==> src/sv/qslerp_sqrt.sv <==
// qslerp_sqrt: pipelined floor square root, one result bit per stage
// no dependencies
module qslerp_sqrt #(
    parameter int N = 15
) (
    input  logic           clk,
    input  logic [2*N-1:0] rad,
    output logic [N-1:0]   root
);

    logic [N+1:0]   rem_reg  [N];
    logic [N-1:0]   root_reg [N];
    logic [2*N-1:0] rad_reg  [N];

    for (genvar k = 0; k < N; k++)
    begin : g_step
        logic [N+1:0]   rem_in, remx, trial, rem_next;
        logic [N-1:0]   root_in, root_next;
        logic [2*N-1:0] rad_in, rad_next;
        logic           ge;

        if (k == 0)
        begin : g_first
            assign rem_in  = '0;
            assign root_in = '0;
            assign rad_in  = rad;
        end
        else
        begin : g_rest
            assign rem_in  = rem_reg[k-1];
            assign root_in = root_reg[k-1];
            assign rad_in  = rad_reg[k-1];
        end

        always_comb
        begin
            remx      = {rem_in[N-1:0], rad_in[2*N-1 -: 2]};
            trial     = {root_in, 2'b01};
            ge        = (remx >= trial);
            rem_next  = ge ? (remx - trial) : remx;
            root_next = {root_in[N-2:0], ge};
            rad_next  = {rad_in[2*N-3:0], 2'b00};
        end

        always_ff @(posedge clk)
        begin
            rem_reg[k]  <= rem_next;
            root_reg[k] <= root_next;
            rad_reg[k]  <= rad_next;
        end
    end

    assign root = root_reg[N-1];

endmodule

==> config.mk <==
export PLATFORM = sky130hd
export DESIGN_NAME = qslerp_sqrt
export DESIGN_NICKNAME = d
export VERILOG_FILES = /design/src/sv/qslerp_sqrt.sv
export SDC_FILE = /design/constraint.sdc
export NUM_CORES = 1
export LEC_CHECK = 0
export ABC_AREA = 1
export BUFFER_PORTS_ARGS = -buffer_cell sky130_fd_sc_hd__buf_2
export CORE_MARGIN = 8
export CORE_UTILIZATION = 65
export DETAILED_ROUTE_END_ITERATION = 6
export PLACE_DENSITY = 0.82
export SYNTH_ARGS = -nofsm -noshare
export SYNTH_HDL_FRONTEND = slang
export SYNTH_SLANG_ARGS = --single-unit
==> constraint.sdc <==
create_clock -name clk -period 4.4 [get_ports clk]
set_input_delay 0.22 -clock clk [delete_from_list [all_inputs] [get_ports clk]]
set_output_delay 0.22 -clock clk [all_outputs]
set_load 0.05 [all_outputs]
==> flow_summary_export.csv <==
group,metric,value,unit
outcome,status,"finished, final reports clean",
sta,finClkSkew,0.0244,ns
synth,synth_edf_count,0,
hold_path,whs_path_depth,2,
sta,worst_pin_slew,1.27,ns
power,p_total,15.3,mW
finish,largest_reg_flops,210,
cts,cts.repair.resized,0,
synth,synthTopCellsByArea,"dfxtp_1, nand2_1, inv_1",
die,core_area,33400,um^2
drt,ant_nets,0,
sta,relSlewSlack,15.3,%
sta,hold_violations,0,
sta,totalNegativeSetupSlack,0,ns
run,maxCapViolCount,0,
synth,synth_flop_cell,"dfxtp_1",
drt,wl_per_cell,14.3,um
sta,slew_violations,0,
cts,cts_htree_levels,2,
setup_path,crit_required,4.88,ns
finish,layoutNonFillerInstCount,3432,
synth,syn-instance-count,2847,
die,rows,67,
cts,insertion_delay,0.59,ns
power,p_leak,13.5,nW
die,dieHeight,199,um
setup_path,critical_path_buf_inv_count,4,
synth,synth_top_cell_area_share,48.0,%
drt,vias,17412,
setup_path,slowest_stage,"nor2_1",
synth,ys_types,39,
finish,drive_gt1_share,6.84,%
power,vdd_ir_drop_max,0.400,mV
synth,yosysMostFrequentCell,"nand2_1",
finish,syn2layout_area_growth,11.6,%
cts,post-cts-setup-buffers,0,
drt,firstDrtPassIters,5,
synth,async_flop_share,0,%
global_route,antenna_found_initial,0,
sta,period_share,58.7,%
die,die-width,199,um
setup_path,worstSetupPathType,"reg2reg",
setup_path,critPathLaunchType,"flop",
setup_path,arrival,3.06,ns
synth,ys_seq_elements,525,
drt,drt_iter0_drc,1057,
finish,diodes,0,
setup_path,crit_chain,"inv_1, ha_1, nand2_1, inv_1, a21oi_1, nand2_1, nand2_1, nand2_1, nor2_1, inv_2, nand2_1, inv_1",
synth,synth_top_area_cell,"dfxtp_1",
sta,rsz0062_at_grt,"no",
finish,fin_nets,3114,
setup_path,crit_cells,12,
cts,ctsHoldBuffers,31,
cts,ctsLongestPathBuffers,3,
cts,path_clk_slew,0.06,ns
setup_path,worstPathMaxFanout,20,
global_route,grt_use_total,25.1,%
setup_path,cp_top_family,"simple AND/OR/NAND/NOR gates",
synth,synth_nets,3012,
drt,wl,49000,um
synth,syn-cell-area,21900,um^2
finish,fin_util,73.2,%
synth,yosysSeqAreaShare,48.0,%
placement,place_inst,3315,
placement,dp_hpwl,36500,um
sta,setup_viol,0,
cts,tritoncts,"built",
sta,fin_hold_ws,0.271,ns
setup_path,endpoint_kind,"flop",
cts,cts-buffers-inserted,49,
setup_path,reg2reg_slack,1.82,ns
sta,finalCriticalPeriod,2.58,ns
placement,numPortBuffers,45,
cts,cts.sinks,525,
synth,yosys-top-cells-count,"nand2_1, dfxtp_1, inv_1, nand3_1, nor2_1",
setup_path,reg2reg_depth,12,
setup_path,critPathMostFrequentCell,"nand2_1",
cts,root_buffer,"clkbuf_16",
placement,globalplace.congestion,0.925,
global_route,grt_pass1_vias,17210,
global_route,grt_pass1_wl,81100,um
drt,vias_per_cell,5.07,
die,initial_core_util,65.6,%
setup_path,cp_slowest_stage_delay,0.95,ns
sta,fmax,0.387,GHz
synth,synth.avg_cell_area,7.68,um^2
drt,drc_errors,0,
global_route,overflow,0,
power,p_per_area,625,nW/um^2
die,dieArea,39800,um^2
hold_path,hp-class,"in2reg",
global_route,grt_max_degree,21,
synth,ys_warn_count,0,
die,io_pins,46,
==> layer usage <==
metal	routed length (um)	vias to the layer above	global-route usage (%)
met3	2050	114	3.20
met5	0	-	0
li1	-	8984	-
met1	20600	7918	29.3
met2	24800	396	46.2
met4	1540	0	9.59
==> layout by cell type (no fill, tap or decap), types with 4 or more instances in the layout <==
master and instances:
ha_1 134, bufinv_16 5, nand3_2 6, buf_2 45, nor3_1 23, dlygate4sd3_1 31, clkbuf_1 7, dfxtp_1 525
nand2_2 20, inv_1 495, clkbuf_16 49, nor3_2 4, and2_1 9, nand2_1 864, xnor2_1 16, clkbuf_8 12
o21ai_1 9, nand2_4 6, nor2_4 5, nand3_1 232, inv_2 14, o21bai_1 8, a21oi_1 83, nand3b_1 9
nor2_1 166, or2_2 5, o21ai_0 52, clkinv_2 7, nand4_1 47, nor2_2 16, xor2_1 52
==> logic make-up after synthesis <==
kind of cell             count (synthesis)  share of synthesized area [%]
AO/OA/AOI/OAI                          162                           3.94
XOR/XNOR                                68                           2.72
adder cells (fa/ha/maj)                134                           7.67
buffers and inverters                  534                           9.66
flip-flops                             525                           48.0
other                                    1                         0.0171
AND/OR/NAND/NOR                       1423                           27.9
==> per-stage QoR <==
| step | setup slack, ns | area (um^2) |
|---|---|---|
| global route | 1.48 | 24400 |
| global placement | 1.90 | 22500 |
| detailed placement | 1.86 | 22500 |
| floorplan | 2.74 | 21900 |
| CTS | 1.84 | 24400 |
| finish | 1.82 | 24400 |
==> power by group <==
| part | switching (mW) | leakage (nW) | total (mW) | internal (mW) |
|---|---|---|---|---|
| Sequential | 0.612 | 4.40 | 6.31 | 5.70 |
| Clock | 1.76 | 0.814 | 4.30 | 2.54 |
| Combinational | 3.05 | 8.25 | 4.63 | 1.58 |
==> final cells by class <==
type,count,area (um^2)
fill,2629,8940
clock inverter,18,235
clock buffer,68,1420
tap,448,561
timing repair buffer,76,536
inverter,509,1910
sequential,525,10500
multi-input combinational,1788,9250
==> worst paths after layout <==
kind	to	start
worst max-delay path	rem_reg[0][114]	root_reg[0][76]
worst min-delay path	rad_reg[0][10]	rad[10]
worst max register to register	rem_reg[0][114]	root_reg[0][76]
worst min register to register	rad_reg[0][69]	rad_reg[0][39]
Power figures use the tool's default switching activity.
