File: src/sv/qslerp_div.sv
// qslerp_div: pipelined rounded unsigned divider, quotient limited to QMAX
// no dependencies
module qslerp_div #(
    parameter int NW   = 45,
    parameter int DW   = 31,
    parameter int QB   = 16,
    parameter int QMAX = 32768
) (
    input  logic          clk,
    input  logic [NW-1:0] n,
    input  logic [DW-1:0] d,
    output logic [QB-1:0] q
);

    localparam int RW = ((NW + 1 > DW + QB) ? NW + 1 : DW + QB) + 1;

    logic [RW-1:0] n2_reg, rb_reg;
    logic [DW-1:0] da_reg, db_reg;
    logic          ovfb_reg;
    logic [RW-1:0] rem_reg [QB];
    logic [QB-1:0] quo_reg [QB];
    logic [DW-1:0] d_reg   [QB];
    logic          ovf_reg [QB];
    logic [QB-1:0] q_reg;
    logic [QB-1:0] q_next;
    logic [RW-1:0] n2_next;
    logic          ovf_next;

    // round half up: add half the divisor first
    assign n2_next  = RW'(n) + RW'(d >> 1);
    assign ovf_next = (n2_reg >= (RW'(da_reg) << QB));

    always_ff @(posedge clk)
    begin
        n2_reg   <= n2_next;
        da_reg   <= d;
        rb_reg   <= n2_reg;
        db_reg   <= da_reg;
        ovfb_reg <= ovf_next;
    end

    for (genvar k = 0; k < QB; k++)
    begin : g_bit
        logic [RW-1:0] rem_in, dsh, rem_next;
        logic [QB-1:0] quo_in, quo_next;
        logic [DW-1:0] d_in;
        logic          ovf_in, ge;

        if (k == 0)
        begin : g_first
            assign rem_in = rb_reg;
            assign quo_in = '0;
            assign d_in   = db_reg;
            assign ovf_in = ovfb_reg;
        end
        else
        begin : g_rest
            assign rem_in = rem_reg[k-1];
            assign quo_in = quo_reg[k-1];
            assign d_in   = d_reg[k-1];
            assign ovf_in = ovf_reg[k-1];
        end

        always_comb
        begin
            dsh      = RW'(d_in) << (QB - 1 - k);
            ge       = (rem_in >= dsh);
            rem_next = ge ? (rem_in - dsh) : rem_in;
            quo_next = {quo_in[QB-2:0], ge};
        end

        always_ff @(posedge clk)
        begin
            rem_reg[k] <= rem_next;
            quo_reg[k] <= quo_next;
            d_reg[k]   <= d_in;
            ovf_reg[k] <= ovf_in;
        end
    end

    always_comb
    begin
        if (ovf_reg[QB-1] || (quo_reg[QB-1] > QB'(QMAX)))
        begin
            q_next = QB'(QMAX);
        end
        else
        begin
            q_next = quo_reg[QB-1];
        end
    end

    always_ff @(posedge clk)
    begin
        q_reg <= q_next;
    end

    assign q = q_reg;

endmodule

File: config.mk
export PLATFORM = sky130hd
export DESIGN_NAME = qslerp_div
export DESIGN_NICKNAME = d
export VERILOG_FILES = /design/src/sv/qslerp_div.sv
export SDC_FILE = /design/constraint.sdc
export NUM_CORES = 2
export LEC_CHECK = 0
export BUFFER_PORTS_ARGS = -buffer_cell sky130_fd_sc_hd__buf_2
export CORE_MARGIN = 1
export CORE_UTILIZATION = 55
export DETAILED_ROUTE_END_ITERATION = 6
export GPL_ROUTABILITY_DRIVEN = 1
export GPL_TIMING_DRIVEN = 0
export PLACE_DENSITY = 0.73
export SKIP_CTS_REPAIR_TIMING = 1
export SYNTH_ARGS = -nofsm -noshare
export SYNTH_HDL_FRONTEND = slang
export SYNTH_SLANG_ARGS = --single-unit
File: constraint.sdc
create_clock -name clk -period 4.3 [get_ports clk]
set_input_delay 1.29 -clock clk [delete_from_list [all_inputs] [get_ports clk]]
set_output_delay 1.29 -clock clk [all_outputs]
set_load 0.005 [all_outputs]
==> flow_metrics.tcl <==
set metrics [dict create \
    critical_path.slowest_cell "or4b_2" \
    die_x_um 353 \
    r2r_start "d_reg[1][31]$_DFF_P_" \
    rsz0062_at_grt "false" \
    synth_common_cells "1507 x dfxtp_1, 682 x a21oi_1, 677 x inv_1" \
    synth-edff-count 0 \
    postRouteAntennaNets 0 \
    r2r-end "rem_reg[1][131]$_DFF_P_" \
    numCtsBuffers 152 \
    grt_max_degree 17 \
    synth_fp_nets 7979 \
    htree_levels 4 \
    synthArstFlopShare_pct 0 \
    grt_pass1_vias 52189 \
    slew_headroom_pct 29.5 \
    fill_cells 10317 \
    yosysTopAreaCell "dfxtp_1" \
    gr-total-overflow 0 \
    hold_path.class "flip-flop to flip-flop" \
    tns_ps 0 \
    synth.distinct_cells 88 \
    worst-path-buf-inv 1 \
    cts.clk_slew.worst_paths_ps 60 \
    drive_above_1_share_pct 7.83 \
    cts_buffer_depth 3 \
    largest_reg_flops 719 \
    syn2layout_area_growth_pct 11.6 \
    hold_end "quo_reg[1][40]$_DFF_P_" \
    die_h_um 353 \
    maxCapViolCount 0 \
    cp_top_family "compound AO/OA/AOI/OAI gates" \
    fp-row-count 128 \
    rrSetupSlack_ps 170 \
    ys.flop_type "dfxtp_1" \
    fmax_ghz 0.242 \
    ioPinCount 93 \
    cp.required_ps 4920 \
    ys_seq_area_share_pct 44.5 \
    cp.arrival_ps 4760 \
    finalSetupViolCount 0 \
    antenna_found_initial 3 \
    vdd_drop_max_mv 0.469 \
    end_kind "flip-flop" \
    slowest_delay_ps 630 \
    path_cells "ha_1, inv_1, fa_1, a21o_1, a221oi_2, nor3_1, o31ai_2, nand2_1, a41o_1, or4b_2, a31oi_1, xor2_1, o21ai_0" \
    viasPerCell 5.67 \
    min_path_cells 0 \
    wl_per_cell_um 18.8 \
    period_needed_ps 4130 \
    vias 52900 \
    synth.top_cell.area_share_pct 44.5 \
    yosys_warnings 0 \
    clock_skew_ps 27.8 \
    track_usage_pct 27.5 \
    critPathLaunchType "flip-flop" \
    dr.pass1.iters 6 \
    leakagePower_nw 34.3 \
    maxSlewViolCount 0 \
    synth_top_family_by_area "compound AO/OA/AOI/OAI gates" \
    initial_core_util_pct 55.6 \
    path_class "flip-flop to flip-flop" \
    wl_um 175000 \
    finalHoldViolCount 0 \
    hp-start "quo_reg[1][23]$_DFF_P_" \
    powerDensity_nw_per_um2 801 \
    mappedNetlistArea_um2 67900 \
    synth_simple_gate_area_share_pct 12.7 \
    period_share_pct 96.2 \
    path_max_fanout 4 \
    status "complete, no violations" \
    dpl.hpwl_um 138000 \
    synthesis.instances 7330 \
    synthXorXnorAreaFrac_pct 7.28 \
    final_cells 9327 \
    dp_cells 9047 \
    drc 0 \
    postSynthRegisterBits 1507 \
    netlist_top_cells_area "dfxtp_1 44%, ha_1 10%, a21oi_1 5.0%" \
    fin_util_pct 62.0 \
    cts_tree "yes" \
    gp_congestion 0.944 \
    reg2reg_depth 13 \
    synthAdderAreaFrac_pct 10.7 \
    drt-initial-drc-count 3573 \
    core_um2 122000 \
    die_area_um2 125000 \
    synth_area_per_cell_um2 9.26 \
    cts.sinks 1507 \
    nNetsFinal 8227 \
    worst_slew_pin_slew_ps 1050 \
    synth-compound-area-share_pct 17.6 \
    crit_cells 13 \
    grt_pass1_wl_um 275000 \
    muxShareOfSynthArea_pct 2.32 \
    cts.root.buffer_cell "clkbuf_16" \
    yosysMostFrequentCell "dfxtp_1" \
    clk_latency_ps 780 \
    port-buffer-count 92 \
]
## logic make-up (layout without fill, tap and decap cells)
family,Yosys count,count (layout)
AO/OA/AOI/OAI,1902,1902
XOR/XNOR,564,564
adder cells (fa/ha/maj),572,572
buffers and inverters,869,1232
flip-flops,1507,1507
multiplexers,140,140
other,0,9
AND/OR/NAND/NOR,1776,1776
## report_power, final
group | internal (mW) | switching [mW]
combinational | 11.3 | 14.7
clock | 8.03 | 5.63
sequential | 18.0 | 2.94
total | 37.4 | 23.3
## how the worst max path moves through the flow
stage | slack (ps) | to | startpoint
after CTS | -590 | rem_reg[1][80]$_DFF_P_ | rem_reg[1][6]$_DFF_P_
after detailed placement | -550 | rem_reg[1][80]$_DFF_P_ | rem_reg[1][6]$_DFF_P_
after global routing | 5 | rem_reg[0][274]$_DFF_P_ | rem_reg[0][202]$_DFF_P_
after floorplan | 380 | n2_reg[32]$_DFF_P_ | n[0]
final | 170 | rem_reg[1][131]$_DFF_P_ | d_reg[1][31]$_DFF_P_
after global placement | -510 | rem_reg[1][80]$_DFF_P_ | rem_reg[1][6]$_DFF_P_
## stage by stage
stage / hold WS, ps / power [mW] / cell area, µm² / setup slack [ps]
6_report: 310 / 60.6 / 75700 / 165
2_1_floorplan: 310 / 39.9 / 67900 / 382
3_5_place_dp: 312 / 46.5 / 70400 / -555
5_1_grt: 316 / 64.6 / 75700 / 4.62
4_1_cts: 307 / 60.4 / 75600 / -590
3_3_place_gp: 310 / 46.1 / 70400 / -507
## per-layer routing
| layer | part of all wire, % | up-vias | GRT usage, % |
|---|---|---|---|
| met5 | 0 | - | 0 |
| met4 | 4.4 | 0 | 13.0 |
| met3 | 4.4 | 432 | 3.64 |
| met2 | 49 | 1507 | 48.9 |
| met1 | 42 | 24876 | 32.5 |
| li1 | - | 26085 | - |
## cell usage in the layout (no fill, tap or decap), types with 155 or more instances in the layout
cell type and count:
nand2_1 463, o21ai_0 399, clkbuf_16 155, ha_1 556, a21oi_1 681, inv_1 677
clkbuf_1 161, a21o_1 279, dfxtp_1 1507, xnor2_1 321, xor2_1 243, nor2_1 498
## layout make-up
cell class                 count  area, µm²  area share (%)
antenna                        9       22.5          0.0297
buffer                       190        808            1.07
clock buffer                 192       4210            5.56
clock inverter                77       1020            1.35
inverter                     679       2550            3.37
multi-input combinational   4954      34400            45.5
sequential                  1507      30200            39.8
tap                         1625       2030            2.69
timing repair buffer          94        475           0.628
Power figures use the tool's default switching activity.
